==> src/rtl/afhd_pkg.sv <==
// Shared types and constants for the AFSK NRZI/HDLC bit decoder.
package afhd_pkg;

  localparam int unsigned NUM_DELTA_FIELDS = 5;
  localparam int unsigned MAX_DELTAS       = 5;
  localparam int unsigned DELTA_W          = 8;
  localparam int unsigned COUNT_W          = 4;
  localparam int unsigned THR_W            = 8;
  localparam int unsigned IN_TDATA_W       = 48;
  localparam int unsigned OUT_TDATA_W      = 16;

  localparam logic [7:0] FLAG_BYTE = 8'h7E;
  localparam logic [2:0] FLAG_RUN  = 3'd6;
  localparam logic [2:0] STUFF_RUN = 3'd5;
  localparam logic [2:0] RUN_MAX   = 3'd7;
  localparam logic [2:0] LAST_BIT  = 3'd7;

  localparam logic [0:0] REG_SHORT_THR = 1'b0;
  localparam logic [0:0] REG_LONG_THR  = 1'b1;

  localparam logic [COUNT_W-1:0] MIN_COUNT = 4'd2;
  localparam logic [COUNT_W-1:0] MAX_COUNT = COUNT_W'(MAX_DELTAS);

  // Classification of one bit period, handed from the front to the back.
  typedef struct packed {
    logic invalid;
    logic any_short;
    logic any_long;
    logic any_mid;
  } period_cls_t;

  typedef struct packed {
    logic       carrier_detect;
    logic [7:0] byte_value;
    logic       byte_ready;
  } result_t;

endpackage

==> src/rtl/afhd_classify.sv <==
// Front end: sorts the zero-crossing intervals of one bit period into tone classes.
module afhd_classify
  import afhd_pkg::*;
(
  input  logic [IN_TDATA_W-1:0] tdata,
  input  logic [THR_W-1:0]      short_thr,
  input  logic [THR_W-1:0]      long_thr,
  output period_cls_t           cls
);

  logic [COUNT_W-1:0] count;
  logic [NUM_DELTA_FIELDS-1:0] is_short, is_long, is_mid;

  assign count = tdata[COUNT_W-1:0];

  always_comb begin
    for (int i = 0; i < NUM_DELTA_FIELDS; i++) begin
      logic [DELTA_W-1:0] d;
      logic               used;
      d    = tdata[COUNT_W + i*DELTA_W +: DELTA_W];
      used = (count > COUNT_W'(i));
      is_short[i] = used && (d < short_thr);
      is_long[i]  = used && (d > long_thr);
      is_mid[i]   = used && (d >= short_thr) && (d <= long_thr);
    end
    cls.invalid   = (count < MIN_COUNT) || (count > MAX_COUNT);
    cls.any_short = |is_short;
    cls.any_long  = |is_long;
    cls.any_mid   = |is_mid;
  end

endmodule

==> src/rtl/afhd_queue.sv <==
// Short queue of classified bit periods between the front and the back.
module afhd_queue
  import afhd_pkg::*;
#(
  parameter int unsigned DEPTH = 2
) (
  input  logic        clk,
  input  logic        rst_n,
  input  logic        push,
  input  period_cls_t push_data,
  output logic        full,
  input  logic        pop,
  output period_cls_t pop_data,
  output logic        empty
);

  localparam int unsigned PTR_W = (DEPTH > 1) ? $clog2(DEPTH) : 1;
  localparam int unsigned CNT_W = $clog2(DEPTH + 1);

  period_cls_t        mem [DEPTH];
  logic [PTR_W-1:0]   wr_ptr_r, rd_ptr_r;
  logic [CNT_W-1:0]   count_r;

  assign full     = (count_r == CNT_W'(DEPTH));
  assign empty    = (count_r == '0);
  assign pop_data = mem[rd_ptr_r];

  function automatic logic [PTR_W-1:0] ptr_inc(input logic [PTR_W-1:0] p);
    return (p == PTR_W'(DEPTH - 1)) ? '0 : p + 1'b1;
  endfunction

  always_ff @(posedge clk) begin
    if (push) begin
      mem[wr_ptr_r] <= push_data;
    end
  end

  always_ff @(posedge clk) begin
    if (!rst_n) begin
      wr_ptr_r <= '0;
      rd_ptr_r <= '0;
      count_r  <= '0;
    end else begin
      if (push) wr_ptr_r <= ptr_inc(wr_ptr_r);
      if (pop)  rd_ptr_r <= ptr_inc(rd_ptr_r);
      if (push && !pop)      count_r <= count_r + 1'b1;
      else if (pop && !push) count_r <= count_r - 1'b1;
    end
  end

endmodule

==> src/rtl/afhd_decode.sv <==
// Back end: NRZI decoding, bit destuffing, flag detection and byte assembly.
module afhd_decode
  import afhd_pkg::*;
(
  input  logic        clk,
  input  logic        rst_n,
  input  logic        cls_valid,
  input  period_cls_t cls,
  output logic        cls_take,
  output logic        res_valid,
  input  logic        res_ready,
  output result_t     res
);

  logic       line_level_r, line_level_nxt;
  logic [2:0] ones_run_r, ones_run_nxt;
  logic [7:0] partial_r, partial_nxt;
  logic [2:0] bit_pos_r, bit_pos_nxt;
  logic [7:0] last_byte_r, last_byte_nxt;
  logic       carrier_r, carrier_nxt;
  logic       res_valid_r;
  result_t    res_r, res_nxt;

  logic level, ambiguous, ready, stuffed;

  // The output register frees up when it is empty or its transfer completes.
  assign cls_take  = cls_valid && (!res_valid_r || res_ready);
  assign res_valid = res_valid_r;
  assign res       = res_r;

  always_comb begin
    line_level_nxt = line_level_r;
    ones_run_nxt   = ones_run_r;
    partial_nxt    = partial_r;
    bit_pos_nxt    = bit_pos_r;
    last_byte_nxt  = last_byte_r;
    carrier_nxt    = carrier_r;
    ready          = 1'b0;
    stuffed        = 1'b0;

    ambiguous = cls.any_mid || (cls.any_short && cls.any_long);
    level     = ambiguous ? !line_level_r : cls.any_short;

    if (cls.invalid) begin
      line_level_nxt = 1'b0;
      ones_run_nxt   = '0;
      partial_nxt    = '0;
      bit_pos_nxt    = '0;
      carrier_nxt    = 1'b0;
    end else begin
      carrier_nxt = 1'b1;
      if (level != line_level_r) begin
        if (ones_run_r >= FLAG_RUN) begin
          partial_nxt = FLAG_BYTE;
          bit_pos_nxt = LAST_BIT;
        end else if (ones_run_r == STUFF_RUN) begin
          stuffed = 1'b1;
        end
        ones_run_nxt = '0;
      end else begin
        if (ones_run_r < RUN_MAX) ones_run_nxt = ones_run_r + 1'b1;
        partial_nxt = partial_r | (8'h01 << bit_pos_r);
      end

      if (stuffed) begin
        // A stuffed zero is dropped; only the level tracks it.
        line_level_nxt = level;
      end else begin
        if (cls.any_short || cls.any_long) line_level_nxt = level;
        if (bit_pos_nxt < LAST_BIT) begin
          bit_pos_nxt = bit_pos_nxt + 1'b1;
        end else begin
          last_byte_nxt = partial_nxt;
          partial_nxt   = '0;
          bit_pos_nxt   = '0;
          ready         = 1'b1;
        end
      end
    end

    res_nxt.byte_ready     = ready;
    res_nxt.byte_value     = last_byte_nxt;
    res_nxt.carrier_detect = carrier_nxt;
  end

  always_ff @(posedge clk) begin
    if (!rst_n) begin
      line_level_r <= 1'b0;
      ones_run_r   <= '0;
      partial_r    <= '0;
      bit_pos_r    <= '0;
      last_byte_r  <= '0;
      carrier_r    <= 1'b0;
      res_valid_r  <= 1'b0;
    end else begin
      if (cls_take) begin
        line_level_r <= line_level_nxt;
        ones_run_r   <= ones_run_nxt;
        partial_r    <= partial_nxt;
        bit_pos_r    <= bit_pos_nxt;
        last_byte_r  <= last_byte_nxt;
        carrier_r    <= carrier_nxt;
        res_valid_r  <= 1'b1;
      end else if (res_ready) begin
        res_valid_r  <= 1'b0;
      end
    end
  end

  always_ff @(posedge clk) begin
    if (cls_take) res_r <= res_nxt;
  end

endmodule

==> src/rtl/afsk_nrzi_hdlc_bit_decoder.sv <==
// Top level of the AFSK NRZI/HDLC bit decoder: classifier, queue and decoder.
//
//   Channel | Direction | Contents
//   in_     | slave     | one bit period: delta count and five zero-crossing intervals
//   out_    | master    | byte ready flag, last completed byte, carrier detect
//   cfg_    | write     | short threshold (index 0), long threshold (index 1)
//
// One bit period is accepted per cycle while in_tready is high; its result is loaded
// into the output register when the decoder takes it from the queue.
// Reset is synchronous and active low and brings back the default thresholds.
// A stalled output fills the queue, and then in_tready drops until space returns.
module afsk_nrzi_hdlc_bit_decoder
  import afhd_pkg::*;
#(
  parameter int unsigned QUEUE_DEPTH = 2
) (
  input  logic                   clk,
  input  logic                   rst_n,
  input  logic                   in_tvalid,
  output logic                   in_tready,
  // [3:0] delta_count, [11:4] delta_0, [19:12] delta_1, [27:20] delta_2,
  // [35:28] delta_3, [43:36] delta_4, [47:44] zero
  input  logic [IN_TDATA_W-1:0]  in_tdata,
  output logic                   out_tvalid,
  input  logic                   out_tready,
  // [0] byte_ready, [8:1] byte_value, [9] carrier_detect, [15:10] zero
  output logic [OUT_TDATA_W-1:0] out_tdata,
  input  logic                   cfg_we,
  input  logic [0:0]             cfg_addr,
  input  logic [THR_W-1:0]       cfg_wdata
);

  logic [THR_W-1:0] short_thr_r, long_thr_r;
  period_cls_t      front_cls, back_cls;
  logic             q_full, q_empty, q_pop;
  result_t          res;

  always_ff @(posedge clk) begin
    if (!rst_n) begin
      short_thr_r <= 8'd8;
      long_thr_r  <= 8'd12;
    end else if (cfg_we) begin
      unique case (cfg_addr)
        REG_SHORT_THR: short_thr_r <= cfg_wdata;
        REG_LONG_THR:  long_thr_r  <= cfg_wdata;
        default: ;
      endcase
    end
  end

  assign in_tready = !q_full;

  afhd_classify u_classify (
    .tdata     (in_tdata),
    .short_thr (short_thr_r),
    .long_thr  (long_thr_r),
    .cls       (front_cls)
  );

  afhd_queue #(
    .DEPTH (QUEUE_DEPTH)
  ) u_queue (
    .clk       (clk),
    .rst_n     (rst_n),
    .push      (in_tvalid && in_tready),
    .push_data (front_cls),
    .full      (q_full),
    .pop       (q_pop),
    .pop_data  (back_cls),
    .empty     (q_empty)
  );

  afhd_decode u_decode (
    .clk       (clk),
    .rst_n     (rst_n),
    .cls_valid (!q_empty),
    .cls       (back_cls),
    .cls_take  (q_pop),
    .res_valid (out_tvalid),
    .res_ready (out_tready),
    .res       (res)
  );

  assign out_tdata = {6'b0, res.carrier_detect, res.byte_value, res.byte_ready};

endmodule
==> config.mk <==
export PLATFORM = sky130hd
export DESIGN_NAME = afsk_nrzi_hdlc_bit_decoder
export DESIGN_NICKNAME = d
export VERILOG_FILES = /design/src/rtl/afhd_pkg.sv /design/src/rtl/afhd_classify.sv /design/src/rtl/afhd_queue.sv /design/src/rtl/afhd_decode.sv /design/src/rtl/afsk_nrzi_hdlc_bit_decoder.sv
export SDC_FILE = /design/constraint.sdc
export NUM_CORES = 1
export LEC_CHECK = 0
export ABC_AREA = 1
export BUFFER_PORTS_ARGS = -buffer_cell sky130_fd_sc_hd__buf_2
export CORE_MARGIN = 2
export CORE_UTILIZATION = 60
export DETAILED_ROUTE_END_ITERATION = 12
export PLACE_DENSITY = 0.84
export SYNTH_ARGS = -nofsm -noshare
export SYNTH_HDL_FRONTEND = slang
export SYNTH_SLANG_ARGS = --single-unit
==> constraint.sdc <==
create_clock -name clk -period 5.8 [get_ports clk]
set_input_delay 0.58 -clock clk [delete_from_list [all_inputs] [get_ports clk]]
set_output_delay 0.58 -clock clk [all_outputs]
set_load 0.01 [all_outputs]
==> reports/results.ini <==
[outcome]
status=completed

[synthesis]
synth.avg_cell_area_um2=7.44
yosysTopAreaCell=ha_1
synthArstFlopShare_pct=0
yosys_warnings=0
synth_cells=667
synth_seq_cells=63
synth_top_area_share_pct=21.2
syn_area_um2=4960
synthTopCellsByArea=ha_1 (21%), dfxtp_1 (18%), edfxtp_1 (11%)
yosysSeqAreaShare_pct=29.1
synth_edf_count=18
synth_cell_types=37
ys.flop_type=dfxtp_1

[die]
die-height_um=94.9
start_util_pct=61.0
fp.dieW_um=94.9
rows=33
ios=80
core_area_um2=8130
die_area_um2=9010

[global_route]
grt_max_degree=39
grtUsageTotal_pct=28.2
antenna_found_initial=0
grt_pass1_wl_um=20000
grt_pass1_vias=4424
overflow=0

[power]
leakagePower_nw=2.76
p_total_mw=1.93
power.density_nw_per_um2=346
vdd_drop_max_mv=0.178

[detailed_routing]
firstDrtPassIters=7
avgViaCountPerCell=5.52
ant_nets=0
wire_per_inst_um=14.2
drc=0
first_iter_violations=273
drt_wl_total_um=12000
dr_total_vias=4645

[cells_and_area]
synthToLayoutAreaGrowth_pct=12.7
final_area_um2=5590
mostFrequentLayoutCell=nand2_1
final.fill_count=666
final_cells=842
layout.nets=878
post_route_cells_drive_above_1_share_pct=17.9
final_cell_mix=nand2_1 (130), inv_1 (90), ha_1 (84)
antenna_cells=0

[timing]
fin_setup_tns_ps=0
post-route-period-util_pct=51.3
setup_violations=0
slew_headroom_pct=27.6
maxSlewViolCount=0
tightest_slew_ps=1080
fin_ws_ps=2830
fin_skew_ps=9.33
hold_violations=0
min_period_ps=2970
max_freq_mhz=336
rsz0062_at_grt=false

[worst_setup_path]
worst-path-max-fanout=38
arrival_ps=3230
r2r_start=u_queue.count_r[1]
endpoint_kind=register
worstPathRequired_ps=6060
critical_path_class=reg -> reg
reg2regPathDepth=6
worst_setup_path_start_kind=register
setup.worst_path.end=u_decode.partial_r[1]
critPathLaunch=u_queue.count_r[1]
r2r_slack_ps=2830
r2r_end=u_decode.partial_r[1]

[clock_network]
root_buffer=clkbuf_8
cts_sinks=63
cts-hold-fix-buffers=0
clkTransAtPathRegs_ps=70
postCtsSetupBuffers=0
htreeDepth=3
clk_latency_ps=340
post_cts_resized=0
cts_tree=built
clockBufferDepth=2
cts_buffers=9

[hold_path]
hp-class=reg -> reg

[flow_run]
drv_cap=0

[place]
dp_hpwl_um=9170
gp_congestion=0.893
placedCellCount=826
placed_area_um2=5360
numPortBuffers=69
dp_slack_ps=2630

Yosys cell counts, types with 2 or more instances:
master / number
a21oi_1: 63
a21o_1: 4
nand2_4: 4
nand2_2: 19
a31o_2: 4
clkbuf_1: 11
ha_1: 84
nand3_2: 3
a31oi_1: 3
nor2_1: 52
inv_2: 2
buf_2: 2
a21oi_2: 9
nand2_1: 130
nand4_1: 21
a211oi_1: 2
dfxtp_1: 45
inv_1: 90
nand3_1: 36
o211ai_1: 5
edfxtp_1: 18
o21ai_0: 40
buf_4: 6
flip-flops by register name, indices dropped and copies added (netlist names), named ones only:
register               flops
u_decode.res              10
long_thr_r                 8
short_thr_r                8
u_decode.last_byte_r       8
u_decode.partial_r         8
u_queue.mem                8
u_decode.bit_pos_r         3
u_decode.ones_run_r        3
u_queue.count_r            2
u_decode.line_level_r      1
u_decode.res_valid         1
u_queue.rd_ptr_r           1
u_queue.wr_ptr_r           1
cells by family (layout without fill, tap and decap cells):
logic type	count (synthesis)	in the layout	share of synthesized area [%]
fa+ha+maj	84	84	21.2
other cells	1	6	0.0756
xor+xnor	1	1	0.177
compound gates	134	134	15.4
flops	63	63	29.1
simple gates	270	270	24.7
buf+inv	114	179	9.38
worst min path at each step:
stage / from / to / slack, ps / cells past startpoint
final: u_queue.rd_ptr_r / register / 460 / 1
after global placement: u_queue.rd_ptr_r / u_queue.rd_ptr_r / 440 / 1
after global routing: cfg_wdata[3] / short_thr_r[3] / 480 / 3
after CTS: u_queue.rd_ptr_r / register / 460 / 1
after detailed placement: u_queue.rd_ptr_r / register / 460 / 1
after floorplan: u_queue.rd_ptr_r / register / 430 / 1
critical path, stage by stage (launching register included):
cell	delay (ps)
dfxtp_1	340
inv_1	90
a21oi_4	850
inv_1	470
nor2_1	770
nand4_1	190
a21oi_1	180
per-layer routing:
| layer | track usage (%) | share of wire, % | routed length [um] | vias to the layer above |
|---|---|---|---|---|
| li1 | - | - | - | 2359 |
| met1 | 33.8 | 42 | 5060 | 2092 |
| met2 | 49.6 | 50 | 5940 | 167 |
| met3 | 5.59 | 5.7 | 689 | 27 |
| met4 | 10.7 | 2.4 | 293 | 0 |
| met5 | 0 | 0 | 0 | - |
where the power goes:
| group | internal (mW) | switching, mW | total [mW] |
|---|---|---|---|
| registers | 0.591 | 0.0645 | 0.655 |
| logic | 0.280 | 0.559 | 0.838 |
| clock network | 0.265 | 0.177 | 0.441 |
| total | 1.14 | 0.800 | 1.93 |
stage by stage:
step	hold slack [ps]	utilization (%)
detailed placement	458	65.9
floorplan	426	-
global placement	436	65.9
global route	476	68.7
finish	457	68.7
CTS	464	68.7
final cells by class:
cell class	instances	area, um^2	area share (%)
clock buffers	11	151	2.71
well taps	105	131	2.35
clock inverters	5	80.1	1.43
inverters	94	358	6.40
flip-flops and latches	63	1440	25.8
multi-input cells	495	3080	55.1
repair buffers	69	345	6.18
(Power assumes the default switching activity.)
